<file path="src/rtl/rke_pkg.sv">
`default_nettype none

package rke_pkg;

   // field widths
   localparam int CHAR_W     = 8;
   localparam int RADIX_W    = 3;
   localparam int KLEN_W     = 4;
   localparam int DIGIT_W    = 3;
   localparam int IDX_W      = 21;
   localparam int TOP_W      = 19;
   localparam int STATUS_W   = 2;
   localparam int OUT_DATA_W = 24;

   localparam int MAX_KMER  = 9;
   localparam int RADIX_N   = 2 ** RADIX_W;

   // remainder arithmetic works on radix-8 digits of the window index
   localparam int REM_BITS   = 3;
   localparam int REM_DIGITS = IDX_W / REM_BITS;
   localparam int REM_CNT_W  = $clog2(REM_DIGITS);
   localparam int WIDE_W     = TOP_W + REM_BITS;
   localparam int MULT_N     = 2 ** REM_BITS - 1;

   // configuration port
   localparam int CSR_DATA_W = 32;
   localparam int CSR_ADDR_W = 3;

   localparam logic [RADIX_W-1:0] ALPHABET_RESET = RADIX_W'(4);
   localparam logic [KLEN_W-1:0]  KMER_RESET     = KLEN_W'(5);

   // front to back queue, depth a power of two
   localparam int QUEUE_DEPTH = 2;
   localparam int QUEUE_AW    = $clog2(QUEUE_DEPTH);

   typedef enum logic [STATUS_W-1:0] {
      STATUS_OK       = 2'd0,
      STATUS_BAD_BASE = 2'd1,
      STATUS_SHORT    = 2'd2
   } status_type;

   typedef enum logic [0:0] {
      REG_ALPHABET = 1'b0,
      REG_KMER     = 1'b1
   } csr_reg_type;

   // multiples 1..7 of the top digit weight
   typedef logic [MULT_N:1][WIDE_W-1:0] mult_type;

   typedef struct packed {
      logic [RADIX_W-1:0] radix;
      logic [KLEN_W-1:0]  keff;
      logic [TOP_W-1:0]   top;
      mult_type           mults;
      logic               wr;
   } cfg_type;

   typedef struct packed {
      logic [DIGIT_W-1:0] digit;
      logic               bad;
      logic               read_start;
      logic               read_end;
   } item_type;

   // radix to the power of (k - 1), kept to 19 bits; rows by radix, columns by k - 1
   localparam logic [TOP_W-1:0] TOP_WEIGHT [RADIX_N][MAX_KMER] = '{
      '{19'd1, 19'd0, 19'd0, 19'd0, 19'd0, 19'd0, 19'd0, 19'd0, 19'd0},
      '{19'd1, 19'd1, 19'd1, 19'd1, 19'd1, 19'd1, 19'd1, 19'd1, 19'd1},
      '{19'd1, 19'd2, 19'd4, 19'd8, 19'd16, 19'd32, 19'd64, 19'd128, 19'd256},
      '{19'd1, 19'd3, 19'd9, 19'd27, 19'd81, 19'd243, 19'd729, 19'd2187, 19'd6561},
      '{19'd1, 19'd4, 19'd16, 19'd64, 19'd256, 19'd1024, 19'd4096, 19'd16384,
        19'd65536},
      '{19'd1, 19'd5, 19'd25, 19'd125, 19'd625, 19'd3125, 19'd15625, 19'd78125,
        19'd390625},
      '{19'd1, 19'd6, 19'd36, 19'd216, 19'd1296, 19'd7776, 19'd46656, 19'd279936,
        19'd106752},
      '{19'd1, 19'd7, 19'd49, 19'd343, 19'd2401, 19'd16807, 19'd117649, 19'd299255,
        19'd521921}
   };

endpackage

`default_nettype wire

</file>
<file path="src/rtl/rke_csr.sv">
`default_nettype none

module rke_csr (
   input  logic                              clock,
   input  logic                              reset,
   input  logic                              csr_psel,
   input  logic                              csr_penable,
   input  logic                              csr_pwrite,
   input  logic [rke_pkg::CSR_ADDR_W-1:0]    csr_paddr,
   input  logic [rke_pkg::CSR_DATA_W-1:0]    csr_pwdata,
   output logic [rke_pkg::CSR_DATA_W-1:0]    csr_prdata,
   output logic                              csr_pready,
   output rke_pkg::cfg_type                  cfg
);
   import rke_pkg::*;

   logic [RADIX_W-1:0] alphabet_ff, alphabet_in;
   logic [KLEN_W-1:0]  kmer_ff, kmer_in;
   logic [KLEN_W-1:0]  keff_ff, keff_in;
   logic [TOP_W-1:0]   top_ff, top_in;
   mult_type           mult_ff, mult_in;
   logic               wr_en;
   csr_reg_type        reg_sel;

   assign csr_pready = 1'b1;
   assign wr_en      = csr_psel && csr_penable && csr_pwrite && csr_pready;
   assign reg_sel    = csr_reg_type'(csr_paddr[2]);

   always_comb begin
      alphabet_in = alphabet_ff;
      kmer_in     = kmer_ff;
      if (wr_en) begin
         unique case (reg_sel)
            REG_ALPHABET: alphabet_in = csr_pwdata[RADIX_W-1:0];
            REG_KMER:     kmer_in     = csr_pwdata[KLEN_W-1:0];
            default:      alphabet_in = alphabet_ff;
         endcase
      end
      if (reset) begin
         alphabet_in = ALPHABET_RESET;
         kmer_in     = KMER_RESET;
      end
   end

   // clamp k to 1..MAX_KMER, then look up the weight and its multiples
   always_comb begin
      if (kmer_in == '0) begin
         keff_in = KLEN_W'(1);
      end else if (kmer_in > KLEN_W'(MAX_KMER)) begin
         keff_in = KLEN_W'(MAX_KMER);
      end else begin
         keff_in = kmer_in;
      end
      top_in = TOP_WEIGHT[alphabet_in][keff_in - KLEN_W'(1)];
      for (int m = 1; m <= MULT_N; m++) begin
         mult_in[m] = WIDE_W'(top_in) * WIDE_W'(m);
      end
   end

   always_ff @(posedge clock) begin
      alphabet_ff <= alphabet_in;
      kmer_ff     <= kmer_in;
      keff_ff     <= keff_in;
      top_ff      <= top_in;
      mult_ff     <= mult_in;
   end

   always_comb begin
      unique case (reg_sel)
         REG_ALPHABET: csr_prdata = CSR_DATA_W'(alphabet_ff);
         REG_KMER:     csr_prdata = CSR_DATA_W'(kmer_ff);
         default:      csr_prdata = '0;
      endcase
   end

   assign cfg.radix = alphabet_ff;
   assign cfg.keff  = keff_ff;
   assign cfg.top   = top_ff;
   assign cfg.mults = mult_ff;
   assign cfg.wr    = wr_en;

endmodule

`default_nettype wire

</file>
<file path="src/rtl/rke_front.sv">
`default_nettype none

module rke_front (
   input  logic                          req_tvalid,
   output logic                          req_tready,
   input  logic [rke_pkg::CHAR_W-1:0]    req_tdata,
   input  logic                          req_tuser,
   input  logic                          req_tlast,
   input  logic [rke_pkg::RADIX_W-1:0]   radix,
   output logic                          push_valid,
   output rke_pkg::item_type             push_item,
   input  logic                          push_ready
);
   import rke_pkg::*;

   localparam logic [CHAR_W-1:0] CHAR_A_UP = 8'h41;
   localparam logic [CHAR_W-1:0] CHAR_A_LO = 8'h61;
   localparam logic [CHAR_W-1:0] CHAR_C_UP = 8'h43;
   localparam logic [CHAR_W-1:0] CHAR_C_LO = 8'h63;
   localparam logic [CHAR_W-1:0] CHAR_G_UP = 8'h47;
   localparam logic [CHAR_W-1:0] CHAR_G_LO = 8'h67;
   localparam logic [CHAR_W-1:0] CHAR_T_UP = 8'h54;
   localparam logic [CHAR_W-1:0] CHAR_T_LO = 8'h74;
   localparam logic [CHAR_W-1:0] CHAR_U_UP = 8'h55;
   localparam logic [CHAR_W-1:0] CHAR_U_LO = 8'h75;
   localparam logic [CHAR_W-1:0] CHAR_N_UP = 8'h4E;
   localparam logic [CHAR_W-1:0] CHAR_N_LO = 8'h6E;

   // {is_base, digit}
   function automatic logic [DIGIT_W:0] char_digit(input logic [CHAR_W-1:0] c);
      logic [DIGIT_W:0] r;
      case (c) inside
         CHAR_A_UP, CHAR_A_LO:                       r = {1'b1, DIGIT_W'(0)};
         CHAR_C_UP, CHAR_C_LO:                       r = {1'b1, DIGIT_W'(1)};
         CHAR_G_UP, CHAR_G_LO:                       r = {1'b1, DIGIT_W'(2)};
         CHAR_T_UP, CHAR_T_LO, CHAR_U_UP, CHAR_U_LO: r = {1'b1, DIGIT_W'(3)};
         CHAR_N_UP, CHAR_N_LO:                       r = {1'b1, DIGIT_W'(4)};
         default:                                    r = '0;
      endcase
      return r;
   endfunction

   logic [DIGIT_W:0] coded;

   assign coded = char_digit(req_tdata);

   always_comb begin
      push_item.digit      = coded[DIGIT_W-1:0];
      push_item.bad        = !coded[DIGIT_W] || (coded[DIGIT_W-1:0] >= radix);
      push_item.read_start = req_tuser;
      push_item.read_end   = req_tlast;
   end

   assign push_valid = req_tvalid;
   assign req_tready = push_ready;

endmodule

`default_nettype wire

</file>
<file path="src/rtl/rke_queue.sv">
`default_nettype none

module rke_queue (
   input  logic                 clock,
   input  logic                 reset,
   input  logic                 push_valid,
   input  rke_pkg::item_type    push_item,
   output logic                 push_ready,
   output logic                 pop_valid,
   output rke_pkg::item_type    pop_item,
   input  logic                 pop_ready
);
   import rke_pkg::*;

   localparam int CNT_W = QUEUE_AW + 1;

   item_type            slot_ff [QUEUE_DEPTH];
   logic [QUEUE_AW-1:0] wr_ptr_ff, wr_ptr_in;
   logic [QUEUE_AW-1:0] rd_ptr_ff, rd_ptr_in;
   logic [CNT_W-1:0]    count_ff, count_in;
   logic                do_push, do_pop;

   assign push_ready = count_ff != CNT_W'(QUEUE_DEPTH);
   assign pop_valid  = count_ff != '0;
   assign pop_item   = slot_ff[rd_ptr_ff];
   assign do_push    = push_valid && push_ready;
   assign do_pop     = pop_valid && pop_ready;

   always_comb begin
      wr_ptr_in = wr_ptr_ff + QUEUE_AW'(do_push);
      rd_ptr_in = rd_ptr_ff + QUEUE_AW'(do_pop);
      count_in  = count_ff + CNT_W'(do_push) - CNT_W'(do_pop);
   end

   always_ff @(posedge clock) begin
      if (reset) begin
         wr_ptr_ff <= '0;
         rd_ptr_ff <= '0;
         count_ff  <= '0;
      end else begin
         wr_ptr_ff <= wr_ptr_in;
         rd_ptr_ff <= rd_ptr_in;
         count_ff  <= count_in;
      end
   end

   always_ff @(posedge clock) begin
      if (do_push) begin
         slot_ff[wr_ptr_ff] <= push_item;
      end
   end

endmodule

`default_nettype wire

</file>
<file path="src/rtl/rke_back.sv">
`default_nettype none

module rke_back (
   input  logic                              clock,
   input  logic                              reset,
   input  rke_pkg::cfg_type                  cfg,
   input  logic                              pop_valid,
   input  rke_pkg::item_type                 pop_item,
   output logic                              pop_ready,
   output logic                              rsp_tvalid,
   input  logic                              rsp_tready,
   output logic [rke_pkg::OUT_DATA_W-1:0]    rsp_tdata,
   output logic [rke_pkg::STATUS_W-1:0]      rsp_tuser
);
   import rke_pkg::*;

   localparam int PROD_W = IDX_W + RADIX_W;

   // x is below eight times the weight; strip the largest multiple that fits
   function automatic logic [TOP_W-1:0] reduce_mod(input logic [WIDE_W-1:0] x,
                                                   input mult_type mults);
      logic [WIDE_W-1:0] sub;
      sub = '0;
      for (int m = 1; m <= MULT_N; m++) begin
         if (x >= mults[m]) begin
            sub = mults[m];
         end
      end
      return TOP_W'(x - sub);
   endfunction

   // read state
   logic [IDX_W-1:0]  w_ff, w_in;
   logic [KLEN_W-1:0] bs_ff, bs_in;
   logic              drop_ff, drop_in;
   // window index modulo the top weight
   logic [TOP_W-1:0]  r_ff, r_in;
   logic              r_valid_ff, r_valid_in;
   // remainder unit
   logic                 rem_busy_ff, rem_busy_in;
   logic [REM_CNT_W-1:0] rem_cnt_ff, rem_cnt_in;
   logic [TOP_W-1:0]     rem_p_ff, rem_p_in;
   logic [IDX_W-1:0]     rem_src_ff, rem_src_in;
   logic [TOP_W-1:0]     rem_step;
   // result register
   logic              rsp_valid_ff, rsp_valid_in;
   logic [IDX_W-1:0]  rsp_index_ff, rsp_index_in;
   status_type        rsp_status_ff, rsp_status_in;

   logic [IDX_W-1:0]  eff_w, base, w_new;
   logic [KLEN_W-1:0] eff_bs, bs_new;
   logic              eff_drop, full_now, use_r, full_after, fast_ok;
   logic [PROD_W-1:0] prod;
   logic              has_out, wait_r, do_pop, top_zero;
   logic [IDX_W-1:0]  out_index;
   status_type        out_status;
   logic [IDX_W-1:0]  st_w;
   logic [KLEN_W-1:0] st_bs;
   logic              st_drop, r_touch, st_rv;
   logic [TOP_W-1:0]  st_r;

   assign top_zero = cfg.top == '0;

   // datapath for the item at the head of the queue
   always_comb begin
      eff_w    = pop_item.read_start ? '0 : w_ff;
      eff_bs   = pop_item.read_start ? '0 : bs_ff;
      eff_drop = pop_item.read_start ? 1'b0 : drop_ff;
      full_now = eff_bs >= cfg.keff;
      use_r    = full_now && !top_zero;
      base     = use_r ? IDX_W'(r_ff) : eff_w;
      prod     = PROD_W'(base) * PROD_W'(cfg.radix) + PROD_W'(pop_item.digit);
      w_new    = prod[IDX_W-1:0];
      bs_new   = full_now ? eff_bs : eff_bs + KLEN_W'(1);
      full_after = bs_new >= cfg.keff;
      fast_ok  = !top_zero && (TOP_W'(w_new[IDX_W-1:REM_BITS]) < cfg.top);

      has_out    = 1'b0;
      out_index  = '0;
      out_status = STATUS_OK;
      st_w       = eff_w;
      st_bs      = eff_bs;
      st_drop    = eff_drop;
      r_touch    = pop_item.read_start;
      st_r       = '0;
      st_rv      = 1'b1;

      if (!eff_drop) begin
         if (pop_item.bad) begin
            has_out    = 1'b1;
            out_status = STATUS_BAD_BASE;
            st_drop    = 1'b1;
         end else begin
            st_w    = w_new;
            st_bs   = bs_new;
            r_touch = 1'b1;
            st_r    = reduce_mod(WIDE_W'(w_new), cfg.mults);
            st_rv   = fast_ok;
            if (full_after) begin
               has_out   = 1'b1;
               out_index = w_new;
            end else if (pop_item.read_end) begin
               has_out    = 1'b1;
               out_status = STATUS_SHORT;
            end
         end
      end

      if (pop_item.read_end) begin
         st_w    = '0;
         st_bs   = '0;
         st_drop = 1'b0;
         r_touch = 1'b1;
         st_r    = '0;
         st_rv   = 1'b1;
      end

      wait_r    = !eff_drop && !pop_item.bad && use_r && !r_valid_ff;
      pop_ready = !wait_r && (!has_out || !rsp_valid_ff || rsp_tready);
      do_pop    = pop_valid && pop_ready;
   end

   assign rem_step = reduce_mod({rem_p_ff, rem_src_ff[IDX_W-1 -: REM_BITS]}, cfg.mults);

   // state update, remainder unit and result register
   always_comb begin
      w_in    = w_ff;
      bs_in   = bs_ff;
      drop_in = drop_ff;
      r_in        = r_ff;
      r_valid_in  = r_valid_ff;
      rem_busy_in = rem_busy_ff;
      rem_cnt_in  = rem_cnt_ff;
      rem_p_in    = rem_p_ff;
      rem_src_in  = rem_src_ff;

      if (rem_busy_ff) begin
         rem_p_in   = rem_step;
         rem_src_in = rem_src_ff << REM_BITS;
         rem_cnt_in = rem_cnt_ff + REM_CNT_W'(1);
         if (rem_cnt_ff == REM_CNT_W'(REM_DIGITS - 1)) begin
            r_in        = rem_step;
            r_valid_in  = 1'b1;
            rem_busy_in = 1'b0;
         end
      end else if (!r_valid_ff && !top_zero) begin
         rem_busy_in = 1'b1;
         rem_cnt_in  = '0;
         rem_p_in    = '0;
         rem_src_in  = w_ff;
      end

      if (do_pop) begin
         w_in    = st_w;
         bs_in   = st_bs;
         drop_in = st_drop;
         if (r_touch) begin
            r_in        = st_r;
            r_valid_in  = st_rv;
            rem_busy_in = 1'b0;
         end
      end

      // new weight after a register write
      if (cfg.wr) begin
         r_valid_in  = 1'b0;
         rem_busy_in = 1'b0;
      end

      rsp_valid_in  = rsp_valid_ff;
      rsp_index_in  = rsp_index_ff;
      rsp_status_in = rsp_status_ff;
      if (do_pop && has_out) begin
         rsp_valid_in  = 1'b1;
         rsp_index_in  = out_index;
         rsp_status_in = out_status;
      end else if (rsp_tready) begin
         rsp_valid_in = 1'b0;
      end
   end

   always_ff @(posedge clock) begin
      if (reset) begin
         w_ff         <= '0;
         bs_ff        <= '0;
         drop_ff      <= 1'b0;
         r_ff         <= '0;
         r_valid_ff   <= 1'b1;
         rem_busy_ff  <= 1'b0;
         rsp_valid_ff <= 1'b0;
      end else begin
         w_ff         <= w_in;
         bs_ff        <= bs_in;
         drop_ff      <= drop_in;
         r_ff         <= r_in;
         r_valid_ff   <= r_valid_in;
         rem_busy_ff  <= rem_busy_in;
         rsp_valid_ff <= rsp_valid_in;
      end
   end

   always_ff @(posedge clock) begin
      rem_cnt_ff    <= rem_cnt_in;
      rem_p_ff      <= rem_p_in;
      rem_src_ff    <= rem_src_in;
      rsp_index_ff  <= rsp_index_in;
      rsp_status_ff <= rsp_status_in;
   end

   assign rsp_tvalid = rsp_valid_ff;
   assign rsp_tdata  = OUT_DATA_W'(rsp_index_ff);
   assign rsp_tuser  = rsp_status_ff;

endmodule

`default_nettype wire

</file>
<file path="src/rtl/rolling_kmer_index_encoder.sv">
`default_nettype none

// channel   | ports     | word
// ----------+-----------+---------------------------------------------------
// req (in)  | req_t*    | tdata base_char, tuser read_start, tlast read_end
// rsp (out) | rsp_t*    | tdata kmer_index (zero padded), tuser status
// csr       | csr_p*    | alphabet_size at 0x0, kmer_length at 0x4
//
// one base per cycle while nothing stalls; a result goes from the queue slot
// written as its base is taken, through the back stage, to the result register
// synchronous reset; leaves alphabet 4, k 5 and an empty window
// window mod weight is kept current with each update; after a register write,
// or a window at eight times the weight or more, a remainder pass runs
// and a base that needs it waits; a full result register stalls only result bases

module rolling_kmer_index_encoder (
   input  logic                              clock,
   input  logic                              reset,
   // base stream
   input  logic                              req_tvalid,
   output logic                              req_tready,
   input  logic [rke_pkg::CHAR_W-1:0]        req_tdata,   // [7:0] base_char
   input  logic                              req_tuser,   // [0] read_start
   input  logic                              req_tlast,
   // k-mer index stream
   output logic                              rsp_tvalid,
   input  logic                              rsp_tready,
   output logic [rke_pkg::OUT_DATA_W-1:0]    rsp_tdata,   // [20:0] kmer_index
   output logic [rke_pkg::STATUS_W-1:0]      rsp_tuser,   // [1:0] status
   // register port
   input  logic                              csr_psel,
   input  logic                              csr_penable,
   input  logic                              csr_pwrite,
   input  logic [rke_pkg::CSR_ADDR_W-1:0]    csr_paddr,
   input  logic [rke_pkg::CSR_DATA_W-1:0]    csr_pwdata,
   output logic [rke_pkg::CSR_DATA_W-1:0]    csr_prdata,
   output logic                              csr_pready
);
   import rke_pkg::*;

   cfg_type  cfg;
   // front side of the queue: classified bases
   logic     push_valid, push_ready;
   item_type push_item;
   // back side of the queue
   logic     pop_valid, pop_ready;
   item_type pop_item;

   // registers, top digit weight and its multiples
   rke_csr u_csr (
      .clock       (clock),
      .reset       (reset),
      .csr_psel    (csr_psel),
      .csr_penable (csr_penable),
      .csr_pwrite  (csr_pwrite),
      .csr_paddr   (csr_paddr),
      .csr_pwdata  (csr_pwdata),
      .csr_prdata  (csr_prdata),
      .csr_pready  (csr_pready),
      .cfg         (cfg)
   );

   // character to digit, flags bases outside the alphabet
   rke_front u_front (
      .req_tvalid (req_tvalid),
      .req_tready (req_tready),
      .req_tdata  (req_tdata),
      .req_tuser  (req_tuser),
      .req_tlast  (req_tlast),
      .radix      (cfg.radix),
      .push_valid (push_valid),
      .push_item  (push_item),
      .push_ready (push_ready)
   );

   // short queue so front and back stall independently
   rke_queue u_queue (
      .clock      (clock),
      .reset      (reset),
      .push_valid (push_valid),
      .push_item  (push_item),
      .push_ready (push_ready),
      .pop_valid  (pop_valid),
      .pop_item   (pop_item),
      .pop_ready  (pop_ready)
   );

   // rolling index, read framing, remainder unit and result register
   rke_back u_back (
      .clock      (clock),
      .reset      (reset),
      .cfg        (cfg),
      .pop_valid  (pop_valid),
      .pop_item   (pop_item),
      .pop_ready  (pop_ready),
      .rsp_tvalid (rsp_tvalid),
      .rsp_tready (rsp_tready),
      .rsp_tdata  (rsp_tdata),
      .rsp_tuser  (rsp_tuser)
   );

endmodule

`default_nettype wire

</file>
<file path="config.mk">
export PLATFORM = sky130hd
export DESIGN_NAME = rolling_kmer_index_encoder
export DESIGN_NICKNAME = d
export VERILOG_FILES = /design/src/rtl/rke_pkg.sv /design/src/rtl/rke_csr.sv /design/src/rtl/rke_front.sv /design/src/rtl/rke_queue.sv /design/src/rtl/rke_back.sv /design/src/rtl/rolling_kmer_index_encoder.sv
export SDC_FILE = /design/constraint.sdc
export NUM_CORES = 1
export LEC_CHECK = 0
export BUFFER_PORTS_ARGS = -buffer_cell sky130_fd_sc_hd__buf_4
export CORE_ASPECT_RATIO = 0.75
export CORE_UTILIZATION = 63
export CTS_CLUSTER_SIZE = 12
export DETAILED_ROUTE_END_ITERATION = 8
export PLACE_DENSITY = 0.92
export SYNTH_ARGS = -nofsm -noshare
export SYNTH_HDL_FRONTEND = slang
export SYNTH_HIERARCHICAL = 1
export SYNTH_SLANG_ARGS = --single-unit
</file>
<file path="constraint.sdc">
create_clock -name clock -period 13.05 [get_ports clock]
set_input_delay 0.6525 -clock clock [delete_from_list [all_inputs] [get_ports clock]]
set_output_delay 0.6525 -clock clock [all_outputs]
set_load 0.05 [all_outputs]
</file>
* Yosys cells after proc, flatten, opt, wreduce, memory -nomap -nowiden *
Memories as Yosys holds them, arrays and structs flattened. A register that Yosys moved wholly into a read port is not among the register bits.
Cells that the tools add are included.

storage, ports and cells
  output and inout bits = 61
  bits in registers = 234
  memory bits (read-only) = 1368
  RAM bits = 12
  bits of input ports = 52
  logic and storage cells = 207
  memories = 2

cells by class
  order comparisons = 21
  multiply operators = 5
  muxes and demuxes = 90
  bitwise gates (word level) = 4
  reduce and logical (&&, ||, !) cells = 36
  $add $sub $neg = 10
  equality and inequality tests = 14

memories
  name              depth  width  read ports  clocked after memory_dff  write ports  RTL line         RTL
  (name not given)  8      171    1           0                         0            rke_csr.sv:54    top_in = TOP_WEIGHT[alphabet_in][keff_in - KLEN_W'(1)];
  u_queue.slot_ff   2      6      1           1                         1            rke_queue.sv:17  item_type slot_ff [QUEUE_DEPTH];

operators with widths
  kind                     count
  $mux W19                 27
  $mux W171                2
  $mux W21                 7
  $eq A8 B7 Y1 const B     12
  $bmux W19 S4             1
  $ge A21 B22 Y1           3
  $ge A22 B22 Y1           3
  $pmux W32 S2             1
  $mux W4                  15
  $ge A22 B21 Y1           2
  $mul A19 B3 Y22 const B  2
  $ge A21 B21 Y1           2
  $mul A19 B2 Y21 const B  2
  $sub A19 B19 Y19         2
  $mux W1                  31
  $ge A22 B19 Y1           1
  $ge A22 B20 Y1           1
  $add A21 B3 Y21          1
  $ge A21 B19 Y1           1
  $ge A21 B20 Y1           1
  $mul A21 B3 Y21          1
  $logic_not A19 Y1        1
  $lt A18 B19 Y1           1
  $mux W3                  5
  25 further kinds         55

* Logic depth before layout (Yosys ltp) *
  depth after elaboration = 22
  gate-level depth with buffers = 60
  mapped depth without buffers = 54

* Hierarchy *
Netlist, hierarchy kept.

modules (own cells, without submodules)
  module     cells an instance  seq. area each (sq um)  area each (sq um)  instances
  rke_back   2249               2912.8                  18144.9            1
  rke_csr    834                1801.7                  7420.9             1
  rke_queue  46                 440.4                   673.1              1
  rke_front  30                 0.0                     190.2              1

* Worst setup path after synthesis *
Ideal clock, no wire load.

  path type = register to register
  from = reg, netlist name u_queue/rd_ptr_ff
  to = reg u_back.r_ff[18]
  buffers on the path = 6
  data arrival time = 11141 ps
  clock period less this slack = 11263 ps
  setup time = 122 ps
  setup slack = 1787 ps
  required time = 12928 ps
  cell stages (with the launch flop) = 58
  cell sequence = dfxtp_1 buf_2 mux2_2 clkbuf_1 nor2b_1 clkbuf_1 inv_1 ha_1 nand2b_1 a21o_1 a21o_1 a21oi_2 nor2_1 clkbuf_1 clkbuf_1 o21ai_0 nand2_1 fa_1 [... 22 more ...] a211oi_1 a21oi_1 a21oi_1 a21o_1 ha_1 inv_1 fa_1 a21o_1 a21o_1 a2111o_1 a31oi_1 a21oi_1 a211oi_2 o21ai_0 a21oi_1 xor3_1 nand2_1 nand3_1

RTL lines
  what                  RTL line         RTL
  end signal, assigned  rke_back.sv:195  r_ff <= r_in;
  end, declared         rke_back.sv:37   logic [TOP_W-1:0] r_ff, r_in;

==> summary.txt <==
Worst setup path
  – CP dominant cell by count: a21oi_1
  – Largest stage delay, worst path: just under 0.7 ns
  – WP data arrival: about 13 ns
  – Critical path type: flip-flop to flip-flop
  – Cell family with most CP delay: compound AO/OA/AOI/OAI gates
  – Reg-to-reg critical path endpoint: u_back/r_ff[18]$_SDFF_PP0_
  – Worst reg2reg setup slack: around 0.69 ns
  – Nature of the critical path endpoint: flip-flop
  – Critical path startpoint category: flip-flop
  – Reg2Reg Depth: 52
  – Worst-path fanout max: 14
  – Critical Path RT: 13.49 ns
  – Reg-to-reg startpoint: u_queue/rd_ptr_ff$_SDFF_PP0_
  – CP Buf/Inv Count: 6
  – Slowest CP cell: a21oi_1

GRT
  – First-pass GRT wire length: between 100000 and 150000 µm
  – Global route total overflow: 0
  – Vias in the first global route: approximately 23000
  – Initial antenna violation count: 1
  – Largest net degree at the start of global routing: between 70 and 80
  – GR Util All Layers: between 30 and 40%

Drt
  – 1st-pass router iterations: 9
  – Top Layer Used: met5
  – Met2 wire length: about 33000 µm
  – Metal3 WL: between 10000 and 15000 µm
  – Routed length on met1: 32600 µm
  – DR vias/cell: roughly 6.7
  – Drt total wl: between 80000 and 90000 µm
  – Routed WL per cell: roughly 23 µm
  – Initial DRC Count: approximately 3700
  – DRT antenna net count: 0
  – DR vias: 24598
  – Post-route DRC: 13

Min path
  – Hold EP: u_queue/slot_ff[1][0]$_DFFE_PP_
  – Hold wc startpoint: req_tlast
  – Hold path depth: 1
  – Min-Delay Path Class: input pin to flip-flop

Logic synthesis
  – Main flop type after synthesis: dfxtp_1
  – Netlist cell types: 111
  – Syn Inst Count: between 3000 and 4000
  – Asr flop ratio synth: 0%
  – Synthesized cell area: between 0.02 and 0.03 mm²
  – Yosys reg bits: between 200 and 250
  – Yosys Warn Count: 6
  – EDFF count, synth: between 70 and 80
  – Synthesized area per cell: between 8 and 9 µm²
  – Sequential-to-total area share from yosys stat: 19.5%

CTS
  – Longest Clk Path Bufs: 3
  – Clock sink count: 220
  – Root buffer cell: clkbuf_16
  – Clock-pin slew on the worst setup and hold paths: approximately 0.070 ns
  – CTS tree: yes
  – Hold Buf Count CTS: 0
  – Worst skew pair latency: between 0.5 and 0.6 ns
  – CTS buffer count: 24
  – Max H-tree Level: 1

Die
  – Die Y-Extent: 179 µm
  – Ports: about 110
  – Placeable Area: ~0.041 mm²
  – Starting density of the core: around 64%
  – Die ar.: around 0.043 mm²
  – # rows: between 60 and 70
  – Die Wd: roughly 240 µm

Timing
  – Slew headroom: 17.6%
  – Final Hold Viols: 0
  – Worst-Margin Slew: between 1 and 1.5 ns
  – Final clock skew: between 0.02 and 0.03 ns
  – Min Tclk post-route: 12.36 ns
  – Final setup viols: 0
  – Final hold slack: between 0.2 and 0.3 ns
  – Max-slew violations: 0
  – Sum Neg Setup Slack: 0 ns
  – RSZ-0062 raised after global routing: no
  – Peak Freq: just over 0.08 GHz
  – Fin crit share: about 95%

Run
  – Max-cap violation count: 0

Status
  – Outcome: finished, violations left
  – Failing checks: DRC

Layout
  – Fill cells: between 3000 and 4000
  – Nets: between 3000 and 4000
  – Multi-input logic area: 0.0190 mm²
  – Syn-to-layout area delta: 3.87%
  – Antenna cell count: 0
  – Register area: just over 0.005 mm²
  – Ratio of cells with drive above 1 in the final layout: between 6 and 7%

Power and ir drop
  – P per Cell Area: 114 mW/mm²
  – Leakage: approximately 0.012 µW
  – Tot Pwr: about 3100 µW
  – Worst VDD drop: between 0.0001 and 0.00015 V

Place
  – Final HPWL DP: 62700 µm
  – Input/output buffers: between 40 and 50
  – Placer congestion estimate: ~1.1
-- registers in the layout, summed over array words and instances, names as in the netlist, 2 cells and up --
name,cells
u_back/rem_src_ff,21
u_back/rem_p_ff,19
u_back/rsp_tuser,2
u_queue/count_ff,2
u_csr/cfg,79
u_back/w_ff,21
u_back/rsp_index_ff,21
u_back/bs_ff,4
u_back/rem_cnt_ff,3
u_csr/kmer_ff,4
u_csr/alphabet_ff,3
u_csr/keff_ff,4
u_back/r_ff,19
u_queue/slot_ff,12
-- where the power goes --
part | internal [µW] | switching [µW]
Clock | 376 | 302
Sequential | 820 | 97.1
Combinational | 546 | 977
Total | 1740 | 1380
-- worst max path at each step --
stage	end	from	slack (ns)	depth (start not counted)
after CTS	u_back/r_ff[18]$_SDFF_PP0_	u_queue/rd_ptr_ff$_SDFF_PP0_	0.58	55
after global routing	u_back/r_ff[18]$_SDFF_PP0_	u_queue/rd_ptr_ff$_SDFF_PP0_	0.04	56
after detailed placement	u_back/r_ff[18]$_SDFF_PP0_	u_queue/rd_ptr_ff$_SDFF_PP0_	0.75	55
after floorplan	u_back/r_ff[18]$_SDFF_PP0_	u_queue/rd_ptr_ff$_SDFF_PP0_	1.79	57
after global placement	u_back/r_ff[18]$_SDFF_PP0_	u_queue/rd_ptr_ff$_SDFF_PP0_	0.93	55
final	u_back/r_ff[18]$_SDFF_PP0_	u_queue/rd_ptr_ff$_SDFF_PP0_	0.69	52
-- cell usage in the layout (no fill, tap or decap), types with 51 or more instances in the layout --
master,netlist,final
ha_1,492,492
inv_1,264,264
nor2_1,238,236
a21oi_1,228,228
nand2_1,197,197
o21ai_0,156,156
dfxtp_1,145,144
buf_4,135,110
a21o_1,89,89
edfxtp_1,75,75
nor2b_1,74,74
xnor2_1,63,63
and2_1,51,51
nand3_1,51,51
-- routing by layer --
metal / global-route usage (%) / vias up
met1: 50.0 / 11307
met4: 16.9 / 4
met3: 14.9 / 350
li1: - / 11231
met5: 1.01 / -
met2: 53.4 / 1706
-- worst register-to-register path: cells and delay by family, from the launching register on --
kind	cells	cell delay, ns
AOI/OAI and AO/OA	28	6.22
adders and majority gates	7	2.38
buffers and inverters	6	1.10
and+or+nand+nor	8	1.07
xor gates and xnor gates	2	0.76
muxes	1	0.38
DFF	1	0.34
-- through the flow --
step	std cells	worst slack, ns	cell area [µm²]	utilization [%]
global placement	3630	0.933	26700	64.9
finish	3676	0.692	27500	66.8
global route	3676	0.0378	27500	66.8
floorplan	3199	1.79	26600	-
detailed placement	3630	0.748	26700	64.9
CTS	3672	0.581	27400	66.7
-- final cells by class --
type | count | share of cell area (%)
Multi-Input combinational cell | 2477 | 69.3
Sequential cell | 220 | 18.8
Inverter | 266 | 3.65
Timing Repair Buffer | 110 | 3.01
Tap cell | 561 | 2.56
Clock buffer | 36 | 2.43
Clock inverter | 6 | 0.319
-- synthesized netlist by cell type, types with 43 or more instances --
| cell type | count | area share, % |
|---|---|---|
| nor3_1 | 49 | 0.93 |
| fa_1 | 43 | 3.3 |
| a21oi_1 | 228 | 4.3 |
| clkbuf_1 | 67 | 0.95 |
| o21a_1 | 43 | 1.2 |
| nand3_1 | 51 | 0.97 |
| inv_1 | 264 | 3.7 |
| o21ai_0 | 156 | 3.0 |
| nor2b_1 | 74 | 1.8 |
| a21o_1 | 89 | 2.5 |
| nor2_1 | 238 | 3.4 |
| buf_4 | 135 | 3.8 |
| ha_1 | 492 | 23 |
| nand2_1 | 197 | 2.8 |
| nand2b_1 | 48 | 1.1 |
| dfxtp_1 | 145 | 11 |
| a211oi_1 | 48 | 1.4 |
| and2_1 | 51 | 1.2 |
| xnor2_1 | 63 | 2.1 |
| edfxtp_1 | 75 | 8.5 |
-- cell families (layout without fill, tap and decap cells) --
group	count (synthesis)	in the layout	share of synthesized area, %
flip-flops	220	220	19.5
AND/OR/NAND/NOR	864	864	16.6
buffers and inverters	502	418	9.27
XOR/XNOR	94	94	3.23
multiplexers	45	45	1.83
other	3	43	0.0426
adder cells (fa/ha/maj)	535	535	26.5
AO/OA/AOI/OAI	896	896	23.0
-- repair_timing --
action                     4_1_cts  5_1_grt
buffers inserted                 0        4
setup endpoints to repair        0        3
gates resized for setup          0        2
No activity file was read; power rests on OpenSTA's default activity.
